--- src/rtl/core/uhid_pkg.sv ---
package uhid_pkg;

   localparam int EP0_PACKET_BYTES_DEF   = 32;
   localparam int NUM_ENDPOINTS_DEF      = 6;
   localparam int DESC_TABLE_ENTRIES_DEF = 9;
   localparam int MAX_PACKET             = 32;
   localparam int ROM_DEPTH              = 256;
   localparam int ROM_USED               = 229;

   localparam logic [1:0] OP_SETUP = 2'd0;
   localparam logic [1:0] OP_IN    = 2'd1;
   localparam logic [1:0] OP_OUT   = 2'd2;
   localparam logic [1:0] OP_RESET = 2'd3;

   localparam logic [1:0] KIND_NONE  = 2'd0;
   localparam logic [1:0] KIND_DATA  = 2'd1;
   localparam logic [1:0] KIND_ZLP   = 2'd2;
   localparam logic [1:0] KIND_STALL = 2'd3;

   localparam logic [1:0] CSR_VID = 2'd0;
   localparam logic [1:0] CSR_PID = 2'd1;

   localparam logic [7:0] REQ_GET_STATUS     = 8'h00;
   localparam logic [7:0] REQ_CLEAR_FEATURE  = 8'h01;
   localparam logic [7:0] REQ_SET_FEATURE    = 8'h03;
   localparam logic [7:0] REQ_SET_ADDRESS    = 8'h05;
   localparam logic [7:0] REQ_GET_DESCRIPTOR = 8'h06;
   localparam logic [7:0] REQ_GET_CONFIG     = 8'h08;
   localparam logic [7:0] REQ_SET_CONFIG     = 8'h09;
   localparam logic [7:0] CLS_GET_IDLE       = 8'h02;
   localparam logic [7:0] CLS_GET_PROTOCOL   = 8'h03;
   localparam logic [7:0] CLS_SET_REPORT     = 8'h09;
   localparam logic [7:0] CLS_SET_IDLE       = 8'h0a;
   localparam logic [7:0] CLS_SET_PROTOCOL   = 8'h0b;

   localparam logic [7:0] RT_STD_OUT    = 8'h00;
   localparam logic [7:0] RT_STD_IN     = 8'h80;
   localparam logic [7:0] RT_EP_OUT     = 8'h02;
   localparam logic [7:0] RT_EP_IN      = 8'h82;
   localparam logic [7:0] RT_CLASS_OUT  = 8'h21;
   localparam logic [7:0] RT_CLASS_IN   = 8'ha1;
   localparam logic [6:0] CFG_TOGGLE_EP = 7'h1e;

   typedef struct packed {
      logic [15:0] value;
      logic [15:0] index;
      logic [7:0]  offset;
      logic [7:0]  length;
      logic        valid;
   } desc_entry_type;

   localparam desc_entry_type DESC_TABLE [16] = '{
      '{16'h0100, 16'h0000, 8'd0,   8'd18, 1'b1},
      '{16'h0200, 16'h0000, 8'd18,  8'd59, 1'b1},
      '{16'h2200, 16'h0000, 8'd77,  8'd64, 1'b1},
      '{16'h2100, 16'h0000, 8'd36,  8'd9,  1'b1},
      '{16'h2200, 16'h0001, 8'd141, 8'd52, 1'b1},
      '{16'h2100, 16'h0001, 8'd61,  8'd9,  1'b1},
      '{16'h0300, 16'h0000, 8'd193, 8'd4,  1'b1},
      '{16'h0301, 16'h0409, 8'd197, 8'd16, 1'b1},
      '{16'h0302, 16'h0409, 8'd213, 8'd16, 1'b1},
      '{16'h0000, 16'h0000, 8'd0,   8'd0,  1'b0},
      '{16'h0000, 16'h0000, 8'd0,   8'd0,  1'b0},
      '{16'h0000, 16'h0000, 8'd0,   8'd0,  1'b0},
      '{16'h0000, 16'h0000, 8'd0,   8'd0,  1'b0},
      '{16'h0000, 16'h0000, 8'd0,   8'd0,  1'b0},
      '{16'h0000, 16'h0000, 8'd0,   8'd0,  1'b0},
      '{16'h0000, 16'h0000, 8'd0,   8'd0,  1'b0}
   };

   localparam logic [7:0] ROM_IMAGE [ROM_USED] = '{
      8'h12, 8'h01, 8'h00, 8'h02, 8'h00, 8'h00, 8'h00, 8'h20, 8'hc0, 8'h16,
      8'h82, 8'h04, 8'h00, 8'h01, 8'h01, 8'h02, 8'h00, 8'h01,
      8'h09, 8'h02, 8'h3b, 8'h00, 8'h02, 8'h01, 8'h00, 8'h80, 8'h32,
      8'h09, 8'h04, 8'h00, 8'h00, 8'h01, 8'h03, 8'h01, 8'h01, 8'h00,
      8'h09, 8'h21, 8'h01, 8'h01, 8'h00, 8'h01, 8'h22, 8'h40, 8'h00,
      8'h07, 8'h05, 8'h83, 8'h03, 8'h08, 8'h00, 8'h0a,
      8'h09, 8'h04, 8'h01, 8'h00, 8'h01, 8'h03, 8'h01, 8'h02, 8'h00,
      8'h09, 8'h21, 8'h01, 8'h01, 8'h00, 8'h01, 8'h22, 8'h34, 8'h00,
      8'h07, 8'h05, 8'h84, 8'h03, 8'h08, 8'h00, 8'h0a,
      8'h05, 8'h01, 8'h09, 8'h06, 8'ha1, 8'h01,
      8'h05, 8'h07, 8'h19, 8'he0, 8'h29, 8'he7, 8'h15, 8'h00, 8'h25, 8'h01,
      8'h95, 8'h08, 8'h75, 8'h01, 8'h81, 8'h02,
      8'h95, 8'h01, 8'h75, 8'h08, 8'h81, 8'h01,
      8'h05, 8'h07, 8'h19, 8'h00, 8'h29, 8'hff, 8'h15, 8'h00, 8'h26, 8'hff,
      8'h00, 8'h95, 8'h06, 8'h75, 8'h08, 8'h81, 8'h00,
      8'h05, 8'h08, 8'h19, 8'h01, 8'h29, 8'h05, 8'h95, 8'h05, 8'h75, 8'h01,
      8'h91, 8'h02,
      8'h95, 8'h01, 8'h75, 8'h03, 8'h91, 8'h01,
      8'hc0,
      8'h05, 8'h01, 8'h09, 8'h02, 8'ha1, 8'h01, 8'h09, 8'h01, 8'ha1, 8'h00,
      8'h05, 8'h09, 8'h19, 8'h01, 8'h29, 8'h05, 8'h15, 8'h00, 8'h25, 8'h01,
      8'h95, 8'h05, 8'h75, 8'h01, 8'h81, 8'h02,
      8'h95, 8'h01, 8'h75, 8'h03, 8'h81, 8'h01,
      8'h05, 8'h01, 8'h09, 8'h30, 8'h09, 8'h31, 8'h09, 8'h38, 8'h15, 8'h81,
      8'h25, 8'h7f, 8'h75, 8'h08, 8'h95, 8'h03, 8'h81, 8'h06,
      8'hc0, 8'hc0,
      8'h04, 8'h03, 8'h09, 8'h04,
      8'h10, 8'h03, 8'h5b, 8'h00, 8'h65, 8'h00, 8'h6d, 8'h00, 8'h61, 8'h00,
      8'h69, 8'h00, 8'h6c, 8'h00, 8'h5d, 8'h00,
      8'h10, 8'h03, 8'h51, 8'h00, 8'h75, 8'h00, 8'h63, 8'h00, 8'h6b, 8'h00,
      8'h65, 8'h00, 8'h79, 8'h00, 8'h33, 8'h00
   };

   function automatic logic [7:0] rom_byte(input logic [7:0] addr);
      logic [7:0] b;
      b = 8'h00;
      if (addr < 8'(ROM_USED)) begin
         b = ROM_IMAGE[addr];
      end
      return b;
   endfunction

endpackage

--- src/rtl/core/usb_hid_control_endpoint.sv ---
// Endpoint-0 control request handler for a keyboard-plus-mouse HID device.
// req_*: one event per request (tuser = opcode: setup, IN bank free, OUT data,
// bus reset) with the setup fields and the first OUT byte in tdata.
// rsp_*: one to 32 results per event; tuser = kind, tlast marks the last
// result of the event, tdata carries the data byte and the status fields.
// csr_*: index 0 writes the vendor id, index 1 the product id; other indexes
// ignored.
// An event is taken into a holding register and its first result is loaded
// into the output register once that register is free. An IN event with data
// first passes through S_EXEC and then streams one byte per cycle, while
// rsp_tready does not stall, out of the descriptor RAM; GET_STATUS gives its
// second byte from S_STAT2.
// One event is in work at a time.
// After reset the descriptor RAM is loaded, one byte a cycle into all 256
// addresses, with req_tready low; CSR writes are taken throughout.
// A stalled rsp_tready holds the result register and the sequencer; the next
// event is still taken into the holding register while a result waits.
module usb_hid_control_endpoint
   import uhid_pkg::*;
#(
   parameter int EP0_PACKET_BYTES   = EP0_PACKET_BYTES_DEF,
   parameter int NUM_ENDPOINTS      = NUM_ENDPOINTS_DEF,
   parameter int DESC_TABLE_ENTRIES = DESC_TABLE_ENTRIES_DEF
) (
   input  logic        clock,
   input  logic        reset,
   input  logic        req_tvalid,
   output logic        req_tready,
   // type[7:0] code[15:8] value[31:16] index[47:32] length[63:48] out_byte[71:64]
   input  logic [71:0] req_tdata,
   // opcode[1:0]
   input  logic [1:0]  req_tuser,
   output logic        rsp_tvalid,
   input  logic        rsp_tready,
   // data_byte[7:0] device_address[14:8] address_enabled[15] configuration[23:16]
   // leds[31:24] stall_mask[38:32] toggle_reset_mask[45:39] zero[47:46]
   output logic [47:0] rsp_tdata,
   // resp_kind[1:0]
   output logic [1:0]  rsp_tuser,
   output logic        rsp_tlast,
   input  logic        csr_valid,
   output logic        csr_ready,
   input  logic [1:0]  csr_index,
   input  logic [15:0] csr_data
);

   localparam int         PKT  = (EP0_PACKET_BYTES > MAX_PACKET) ? MAX_PACKET : EP0_PACKET_BYTES;
   localparam logic [7:0] PKT8 = 8'(PKT);

   localparam logic [2:0] S_FILL  = 3'd0;
   localparam logic [2:0] S_IDLE  = 3'd1;
   localparam logic [2:0] S_EXEC  = 3'd2;
   localparam logic [2:0] S_STAT2 = 3'd3;
   localparam logic [2:0] S_SEND  = 3'd4;

   function automatic logic [6:0] ep_mask(input logic [6:0] ep);
      logic [6:0] m;
      m = 7'd0;
      if (ep >= 7'd1 && ep <= 7'(NUM_ENDPOINTS) && ep <= 7'd6) begin
         m = 7'(1) << ep[2:0];
      end
      return m;
   endfunction

   logic [2:0]  state_ff, state_in;
   logic [7:0]  fill_ff, fill_in;
   logic [1:0]  op_ff, op_in;
   logic [71:0] item_ff, item_in;
   logic [15:0] vid_ff, pid_ff;
   logic [6:0]  addr_ff, addr_in;
   logic        on_ff, on_in;
   logic [7:0]  cfg_ff, cfg_in;
   logic [7:0]  kidle_ff, kidle_in;
   logic [7:0]  kproto_ff, kproto_in;
   logic [7:0]  led_ff, led_in;
   logic [6:0]  halt_ff, halt_in;
   logic [6:0]  toggle_ff, toggle_in;
   logic [7:0]  ptr_ff, ptr_in;
   logic [7:0]  rem_ff, rem_in;
   logic        active_ff, active_in;
   logic        pend_ff, pend_in;
   logic [5:0]  cnt_ff, cnt_in;
   logic        full_ff, full_in;
   logic        rvalid_ff, rvalid_in;
   logic [1:0]  rkind_ff, rkind_in;
   logic [7:0]  rdata_ff, rdata_in;
   logic        rlast_ff, rlast_in;

   logic        out_free;
   logic [7:0]  ram_q, rom_q;
   logic        ram_we;
   logic        em_valid, em_last, hit, handled;
   logic [1:0]  em_kind;
   logic [7:0]  em_data, hit_off, hit_len, lenc, n, t, c;
   logic [15:0] v, ix, len;
   logic        st;

   assign t   = item_ff[7:0];
   assign c   = item_ff[15:8];
   assign v   = item_ff[31:16];
   assign ix  = item_ff[47:32];
   assign len = item_ff[63:48];

   assign out_free   = !rvalid_ff || rsp_tready;
   assign req_tready = (state_ff == S_IDLE);
   assign csr_ready  = 1'b1;
   assign ram_we     = (state_ff == S_FILL);

   uhid_ram #(.WIDTH(8), .DEPTH(ROM_DEPTH)) u_rom (
      .clock   (clock),
      .wr_en   (ram_we),
      .wr_addr (fill_ff),
      .wr_data (rom_byte(fill_ff)),
      .rd_addr (ptr_in),
      .rd_data (ram_q)
   );

   always_comb begin
      unique case (ptr_ff)
         8'd7:    rom_q = 8'(EP0_PACKET_BYTES);
         8'd8:    rom_q = vid_ff[7:0];
         8'd9:    rom_q = vid_ff[15:8];
         8'd10:   rom_q = pid_ff[7:0];
         8'd11:   rom_q = pid_ff[15:8];
         default: rom_q = ram_q;
      endcase
   end

   always_comb begin
      hit     = 1'b0;
      hit_off = 8'd0;
      hit_len = 8'd0;
      for (int i = DESC_TABLE_ENTRIES - 1; i >= 0; i--) begin
         if (DESC_TABLE[i].valid && DESC_TABLE[i].value == v && DESC_TABLE[i].index == ix) begin
            hit     = 1'b1;
            hit_off = DESC_TABLE[i].offset;
            hit_len = DESC_TABLE[i].length;
         end
      end
      lenc = (len < 16'd255) ? len[7:0] : 8'd255;
      if (lenc > hit_len) begin
         lenc = hit_len;
      end
      n  = (rem_ff < PKT8) ? rem_ff : PKT8;
      st = (t == RT_EP_IN) && ((halt_ff & ep_mask({3'd0, ix[3:0]})) != 7'd0);
   end

   always_comb begin
      state_in  = state_ff;
      fill_in   = fill_ff;
      op_in     = op_ff;
      item_in   = item_ff;
      addr_in   = addr_ff;
      on_in     = on_ff;
      cfg_in    = cfg_ff;
      kidle_in  = kidle_ff;
      kproto_in = kproto_ff;
      led_in    = led_ff;
      halt_in   = halt_ff;
      toggle_in = toggle_ff;
      ptr_in    = ptr_ff;
      rem_in    = rem_ff;
      active_in = active_ff;
      pend_in   = pend_ff;
      cnt_in    = cnt_ff;
      full_in   = full_ff;
      rvalid_in = rvalid_ff && !rsp_tready;
      rkind_in  = rkind_ff;
      rdata_in  = rdata_ff;
      rlast_in  = rlast_ff;
      em_valid  = 1'b0;
      em_kind   = KIND_NONE;
      em_data   = 8'd0;
      em_last   = 1'b1;
      handled   = 1'b0;

      unique case (state_ff)
         S_FILL: begin
            fill_in = fill_ff + 8'd1;
            if (fill_ff == 8'd255) begin
               state_in = S_IDLE;
            end
         end
         S_IDLE: begin
            if (req_tvalid) begin
               op_in    = req_tuser;
               item_in  = req_tdata;
               state_in = S_EXEC;
            end
         end
         S_EXEC: begin
            if (out_free) begin
               toggle_in = 7'd0;
               state_in  = S_IDLE;
               em_valid  = 1'b1;
               unique case (op_ff)
                  OP_SETUP: begin
                     active_in = 1'b0;
                     pend_in   = 1'b0;
                     priority if (c == REQ_GET_DESCRIPTOR) begin
                        if (hit) begin
                           ptr_in    = hit_off;
                           rem_in    = lenc;
                           active_in = 1'b1;
                        end else begin
                           em_kind = KIND_STALL;
                        end
                     end else if (c == REQ_SET_ADDRESS) begin
                        addr_in = v[6:0];
                        on_in   = 1'b1;
                        em_kind = KIND_ZLP;
                     end else if (c == REQ_SET_CONFIG && t == RT_STD_OUT) begin
                        cfg_in    = v[7:0];
                        halt_in   = 7'd0;
                        toggle_in = CFG_TOGGLE_EP;
                        em_kind   = KIND_ZLP;
                     end else if (c == REQ_GET_CONFIG && t == RT_STD_IN) begin
                        em_kind = KIND_DATA;
                        em_data = cfg_ff;
                     end else if (c == REQ_GET_STATUS) begin
                        em_kind  = KIND_DATA;
                        em_data  = {7'd0, st};
                        em_last  = 1'b0;
                        state_in = S_STAT2;
                     end else begin
                        if ((c == REQ_CLEAR_FEATURE || c == REQ_SET_FEATURE) && t == RT_EP_OUT
                            && v == 16'd0 && ep_mask(ix[6:0]) != 7'd0) begin
                           handled = 1'b1;
                           em_kind = KIND_ZLP;
                           if (c == REQ_SET_FEATURE) begin
                              halt_in = halt_ff | ep_mask(ix[6:0]);
                           end else begin
                              halt_in   = halt_ff & ~ep_mask(ix[6:0]);
                              toggle_in = ep_mask(ix[6:0]);
                           end
                        end
                        if (!handled && ix == 16'd0) begin
                           if (t == RT_CLASS_IN && c == CLS_GET_IDLE) begin
                              handled = 1'b1;
                              em_kind = KIND_DATA;
                              em_data = kidle_ff;
                           end else if (t == RT_CLASS_IN && c == CLS_GET_PROTOCOL) begin
                              handled = 1'b1;
                              em_kind = KIND_DATA;
                              em_data = kproto_ff;
                           end else if (t == RT_CLASS_OUT && c == CLS_SET_REPORT) begin
                              handled = 1'b1;
                              pend_in = 1'b1;
                           end else if (t == RT_CLASS_OUT && c == CLS_SET_IDLE) begin
                              handled  = 1'b1;
                              kidle_in = v[15:8];
                              em_kind  = KIND_ZLP;
                           end else if (t == RT_CLASS_OUT && c == CLS_SET_PROTOCOL) begin
                              handled   = 1'b1;
                              kproto_in = v[7:0];
                              em_kind   = KIND_ZLP;
                           end
                        end
                        if (!handled && ix == 16'd1 && t == RT_CLASS_OUT
                            && (c == CLS_SET_IDLE || c == CLS_SET_PROTOCOL)) begin
                           handled = 1'b1;
                           em_kind = KIND_ZLP;
                        end
                        if (!handled) begin
                           em_kind = KIND_STALL;
                        end
                     end
                  end
                  OP_IN: begin
                     if (active_ff) begin
                        if (n == 8'd0) begin
                           em_kind   = KIND_ZLP;
                           active_in = 1'b0;
                        end else begin
                           em_valid = 1'b0;
                           cnt_in   = n[5:0];
                           full_in  = (n == PKT8);
                           state_in = S_SEND;
                        end
                     end
                  end
                  OP_OUT: begin
                     if (active_ff) begin
                        active_in = 1'b0;
                     end else if (pend_ff) begin
                        led_in  = item_ff[71:64];
                        pend_in = 1'b0;
                        em_kind = KIND_ZLP;
                     end
                  end
                  OP_RESET: begin
                     addr_in   = 7'd0;
                     on_in     = 1'b0;
                     cfg_in    = 8'd0;
                     halt_in   = 7'd0;
                     active_in = 1'b0;
                     pend_in   = 1'b0;
                  end
               endcase
            end
         end
         S_STAT2: begin
            if (out_free) begin
               em_valid = 1'b1;
               em_kind  = KIND_DATA;
               state_in = S_IDLE;
            end
         end
         S_SEND: begin
            if (out_free) begin
               em_valid = 1'b1;
               em_kind  = KIND_DATA;
               em_data  = rom_q;
               em_last  = (cnt_ff == 6'd1);
               ptr_in   = ptr_ff + 8'd1;
               rem_in   = rem_ff - 8'd1;
               cnt_in   = cnt_ff - 6'd1;
               if (cnt_ff == 6'd1) begin
                  active_in = (rem_ff != 8'd1) || full_ff;
                  state_in  = S_IDLE;
               end
            end
         end
         default: begin
            state_in = S_IDLE;
         end
      endcase

      if (em_valid) begin
         rvalid_in = 1'b1;
         rkind_in  = em_kind;
         rdata_in  = em_data;
         rlast_in  = em_last;
      end
   end

   always_ff @(posedge clock) begin
      if (reset) begin
         state_ff  <= S_FILL;
         fill_ff   <= 8'd0;
         vid_ff    <= 16'd5824;
         pid_ff    <= 16'd1154;
         addr_ff   <= 7'd0;
         on_ff     <= 1'b0;
         cfg_ff    <= 8'd0;
         kidle_ff  <= 8'd125;
         kproto_ff <= 8'd1;
         led_ff    <= 8'd0;
         halt_ff   <= 7'd0;
         toggle_ff <= 7'd0;
         ptr_ff    <= 8'd0;
         rem_ff    <= 8'd0;
         active_ff <= 1'b0;
         pend_ff   <= 1'b0;
         cnt_ff    <= 6'd0;
         full_ff   <= 1'b0;
         rvalid_ff <= 1'b0;
      end else begin
         state_ff  <= state_in;
         fill_ff   <= fill_in;
         addr_ff   <= addr_in;
         on_ff     <= on_in;
         cfg_ff    <= cfg_in;
         kidle_ff  <= kidle_in;
         kproto_ff <= kproto_in;
         led_ff    <= led_in;
         halt_ff   <= halt_in;
         toggle_ff <= toggle_in;
         ptr_ff    <= ptr_in;
         rem_ff    <= rem_in;
         active_ff <= active_in;
         pend_ff   <= pend_in;
         cnt_ff    <= cnt_in;
         full_ff   <= full_in;
         rvalid_ff <= rvalid_in;
         if (csr_valid && csr_index == CSR_VID) begin
            vid_ff <= csr_data;
         end
         if (csr_valid && csr_index == CSR_PID) begin
            pid_ff <= csr_data;
         end
      end
   end

   always_ff @(posedge clock) begin
      op_ff    <= op_in;
      item_ff  <= item_in;
      rkind_ff <= rkind_in;
      rdata_ff <= rdata_in;
      rlast_ff <= rlast_in;
   end

   assign rsp_tvalid = rvalid_ff;
   assign rsp_tuser  = rkind_ff;
   assign rsp_tlast  = rlast_ff;
   assign rsp_tdata  = {2'b00, toggle_ff, halt_ff & 7'h7e, led_ff, cfg_ff, on_ff, addr_ff,
                        rdata_ff};

   a_send_count: assert property (@(posedge clock) disable iff (reset)
      state_ff == S_SEND |-> (cnt_ff != 6'd0 && cnt_ff <= 6'(PKT)))
      else $error("send count out of range");

   a_fill_quiet: assert property (@(posedge clock) disable iff (reset)
      state_ff == S_FILL |-> !rvalid_ff && !req_tready)
      else $error("activity during descriptor load");

   a_send_emits: assert property (@(posedge clock) disable iff (reset)
      state_ff == S_SEND && out_free |=> rvalid_ff && rkind_ff == KIND_DATA)
      else $error("send step lost a byte");

   a_stat_pair: assert property (@(posedge clock) disable iff (reset)
      state_ff == S_STAT2 |-> rvalid_ff && !rlast_ff)
      else $error("status first byte missing");

endmodule

--- src/rtl/core/uhid_ram.sv ---
module uhid_ram #(
   parameter int WIDTH = 8,
   parameter int DEPTH = 256
) (
   input  logic                     clock,
   input  logic                     wr_en,
   input  logic [$clog2(DEPTH)-1:0] wr_addr,
   input  logic [WIDTH-1:0]         wr_data,
   input  logic [$clog2(DEPTH)-1:0] rd_addr,
   output logic [WIDTH-1:0]         rd_data
);

   logic [WIDTH-1:0] mem_ff [DEPTH];

   always_ff @(posedge clock) begin
      if (wr_en) begin
         mem_ff[wr_addr] <= wr_data;
      end
      rd_data <= mem_ff[rd_addr];
   end

endmodule

--- config.mk ---
export PLATFORM = sky130hd
export DESIGN_NAME = usb_hid_control_endpoint
export DESIGN_NICKNAME = d
export VERILOG_FILES = /design/src/rtl/core/uhid_pkg.sv /design/src/rtl/core/usb_hid_control_endpoint.sv /design/src/rtl/core/uhid_ram.sv
export SDC_FILE = /design/constraint.sdc
export NUM_CORES = 2
export LEC_CHECK = 0
export BUFFER_PORTS_ARGS = -buffer_cell sky130_fd_sc_hd__buf_2
export CAP_MARGIN = 10
export CELL_PAD_IN_SITES_DETAIL_PLACEMENT = 0
export CELL_PAD_IN_SITES_GLOBAL_PLACEMENT = 1
export CORE_MARGIN = 2
export CORE_UTILIZATION = 35
export DETAILED_ROUTE_END_ITERATION = 10
export GPL_ROUTABILITY_DRIVEN = 0
export PLACE_DENSITY = 0.65
export SLEW_MARGIN = 5
export SYNTH_ARGS = -nofsm -noshare
export SYNTH_HDL_FRONTEND = slang
export SYNTH_SLANG_ARGS = --single-unit
--- constraint.sdc ---
create_clock -name clock -period 18.86 [get_ports clock]
set_input_delay 2.829 -clock clock [delete_from_list [all_inputs] [get_ports clock]]
set_output_delay 2.829 -clock clock [all_outputs]
set_load 0.01 [all_outputs]
==> flow_summary_export.csv <==
group,metric,value,unit
global_route,gr-total-overflow,0,
timing,rsz0062_at_grt,"no",
pwr,ir_drop,102.6,uV
pwr,seq_power_share,51.3,%
setup_path,critPathMaxStageDelay,0.96,ns
clock_tree,cts.repair.resized,0,
cells_and_area,multi_input_area,23800,um2
timing,fin_crit_sh,47.87,%
timing,tightestPinTransition,1.301,ns
logic_synthesis,synth_top_area_cell,"edfxtp_1",
pwr,switching_share,25.74,%
floorplan,ios,151,
cells_and_area,stdcell_count,9607,
pwr,p_sw,3.039,mW
pwr,power,11.80,mW
clock_tree,root_buffer,"clkbuf_16",
cells_and_area,drive_above_1_share,17.48,%
hold_path,hold_path.class,"reg2reg",
routing,antenna_left,0,
floorplan,core_region_area,262300,um2
clock_tree,clock_latency,0.92,ns
global_route,grt_usage,22.53,%
clock_tree,cts_tree,"built",
cells_and_area,post-route-util,39.86,%
logic_synthesis,ys_seq_area_share,72.30,%
timing,fin_skew,0.08280,ns
timing,finalHoldViolCount,0,
cells_and_area,fill_cells,23770,
floorplan,die_w,517.2,um
setup_path,crit_type,"in2reg",
pwr,p_clk_share,39.1,%
routing,drt-vias-per-instance,5.865,
setup_path,cp-end-kind,"flop",
logic_synthesis,synth.top_cell.area_share,69.47,%
logic_synthesis,netlist_area,92200,um2
cells_and_area,area_delta_synth_final,13.39,%
clock_tree,cts_max_path_buffers,3,
routing,vias,56350,
routing,drcViolationCount,0,
setup_path,worstPathArrival,9.77,ns
cells_and_area,nNetsFinal,6008,
global_route,antenna_found_initial,26,
logic_synthesis,syn_avg_cell_area,16.09,um2
logic_synthesis,synth.distinct_cells,97,
pwr,leakagePower,32.61,nW
pwr,intPower,8.765,mW
clock_tree,cts.reportedPaths.clkPinSlew,0.06,ns
routing,drtIter0Drc,8312,
job,drv_cap,0,
placement,dp_cells,9167,
timing,slew_headroom,12.38,%
clock_tree,ctsHoldBuffers,0,
clock_tree,clock-sinks,2263,
floorplan,die_height,517.2,um
logic_synthesis,yosys_warnings,0,
placement,io_buffers,146,
setup_path,path_cells,"buf_2 -> nand2b_1 -> nand3_1 -> nor3_4 -> a211oi_1 -> a2bb2oi_1 -> nor2_4 -> buf_12 -> buf_4 -> buf_4 -> mux4_2 -> mux2i_1 -> a22oi_1 -> and4b_1 -> a211oi_1 -> nor4_1",
global_route,grt_pass1_vias,53800,
clock_tree,htreeDepth,4,
timing,finalSetupViolations,0,
routing,wirelength,307.4,mm
timing,slew_viol_final,0,
global_route,grt_pass1_wl,426.7,mm
timing,hold_ws,0.4573,ns
logic_synthesis,netlist_top_cells_area,"edfxtp_1 69%, mux4_2 8.6%, dfxtp_1 2.8%, nand2_1 2.6%, mux2i_1 1.9%",
pwr,p_comb_share,9.6,%
routing,dr.pass1.iters,8,
logic_synthesis,synth_common_cells,"2133 x edfxtp_1, 642 x nand2_1, 456 x nor2_1, 352 x mux4_2, 213 x nand3_1",
setup_path,crit_path_top_delay_cell,"a211oi_1",
clock_tree,cts_setup_buffers,0,
setup_path,startpoint_type,"input pin",
logic_synthesis,async_flop_share,0,%
logic_synthesis,syn_inst,5730,
clock_tree,cts_buffers,228,
timing,fmax,110.8,MHz
logic_synthesis,ys.flop_type,"edfxtp_1",
timing,layout_min_cycle_time,9.028,ns
logic_synthesis,synth_edf_count,2133,
pwr,power_density,112.9,nW/um2
cells_and_area,regArea,66660,um2
placement,dp_hpwl,188.5,mm
global_route,grt_max_degree,196,
logic_synthesis,ys_seq_elements,2263,
routing,wl_per_cell,32.00,um
run_status,status,"finished clean",
floorplan,rows,188,
logic_synthesis,synth.most_common_cell,"edfxtp_1",
timing,fin_setup_tns,0,ns
setup_path,crit_required,19.60,ns
floorplan,die-area,267500,um2
floorplan,start_util,35.15,%
setup_path,cp_max_fo,122,
-- sequential cells by signal (all words and copies together), names as in the netlist, 16 cells and up --
register and count:
u_rom.mem_ff 2048, item_ff 72, pid_ff 16, vid_ff 16
-- cells by family (layout without fill, tap and decap cells) --
logic type	after synthesis	after routing	share of synthesized area (%)
flip-flops	2263	2263	72.30
adder cells (fa/ha/maj)	25	25	0.3393
AO/OA/AOI/OAI	858	858	6.289
buffers and inverters	391	745	2.177
other	2	10	0.008146
XOR/XNOR	12	12	0.1140
AND/OR/NAND/NOR	1639	1639	8.037
multiplexers	540	540	10.74
-- cells in the final DEF (no fill, tap or decap), drive strengths merged, types with 46 or more instances in the layout --
cell,count
edfxtp,2133
nand2,643
nor2,462
mux4,357
buf,291
clkbuf,283
nand3,214
a21oi,181
mux2i,174
o21ai,158
dfxtp,130
clkinv,108
a31oi,66
a22oi,60
nor3,60
a32oi,54
o22ai,52
nand4,46
-- critical path: cells and delay by family --
kind / cells / cell delay, ns
AND/OR/NAND/NOR: 6 / 2.41
multiplexers: 2 / 0.57
AO/OA/AOI/OAI: 4 / 1.46
buffers and inverters: 4 / 2.19
-- through the flow --
step	area [um2]	setup slack, ns
after detailed placement	96880	8.824
after global placement	96870	8.913
after global routing	104500	9.615
final	104500	9.832
after floorplan	92200	4.049
after CTS	104500	9.817
-- path summary, 6_finish.rpt --
| path | cells past startpoint | slack (ns) | endpoint | from |
|---|---|---|---|---|
| max | 16 | 9.83 | u_rom.rd_data[6] | rsp_tready |
| min | 2 | 0.46 | pid_ff[12] | pid_ff[12] |
| max reg2reg | 15 | 10.84 | u_rom.rd_data[6] | item_ff[34] |
| min reg2reg | 2 | 0.46 | pid_ff[12] | pid_ff[12] |
-- area by class of cell --
cell class | instances | area share, %
Sequential cell | 2263 | 63.76
Timing Repair Buffer | 293 | 1.881
Clock buffer | 281 | 5.724
Inverter | 22 | 0.07899
Tap cell | 3515 | 4.207
Antenna cell | 6 | 0.01436
Multi-Input combinational cell | 3078 | 22.76
Clock inverter | 149 | 1.573
-- power by group through the flow --
stage                     Sequential (mW)  Clock [mW]  Combinational (mW)
after floorplan                      6.31           0               0.527
after detailed placement             6.16           0                1.11
final                                6.06        4.62                1.13
after global routing                 6.06        4.85                1.18
after CTS                            6.05        4.65                1.11
after global placement               6.15           0                1.08
-- per-layer routing --
metal / GRT usage, % / vias to the layer above / part of all wire, %
li1: - / 23030 / -
met2: 34.69 / 3183 / 45
met5: 0 / - / 0.022
met3: 4.906 / 584 / 10
met4: 10.15 / 8 / 5.0
met1: 30.56 / 29550 / 39
Power figures use the tool's default switching activity.
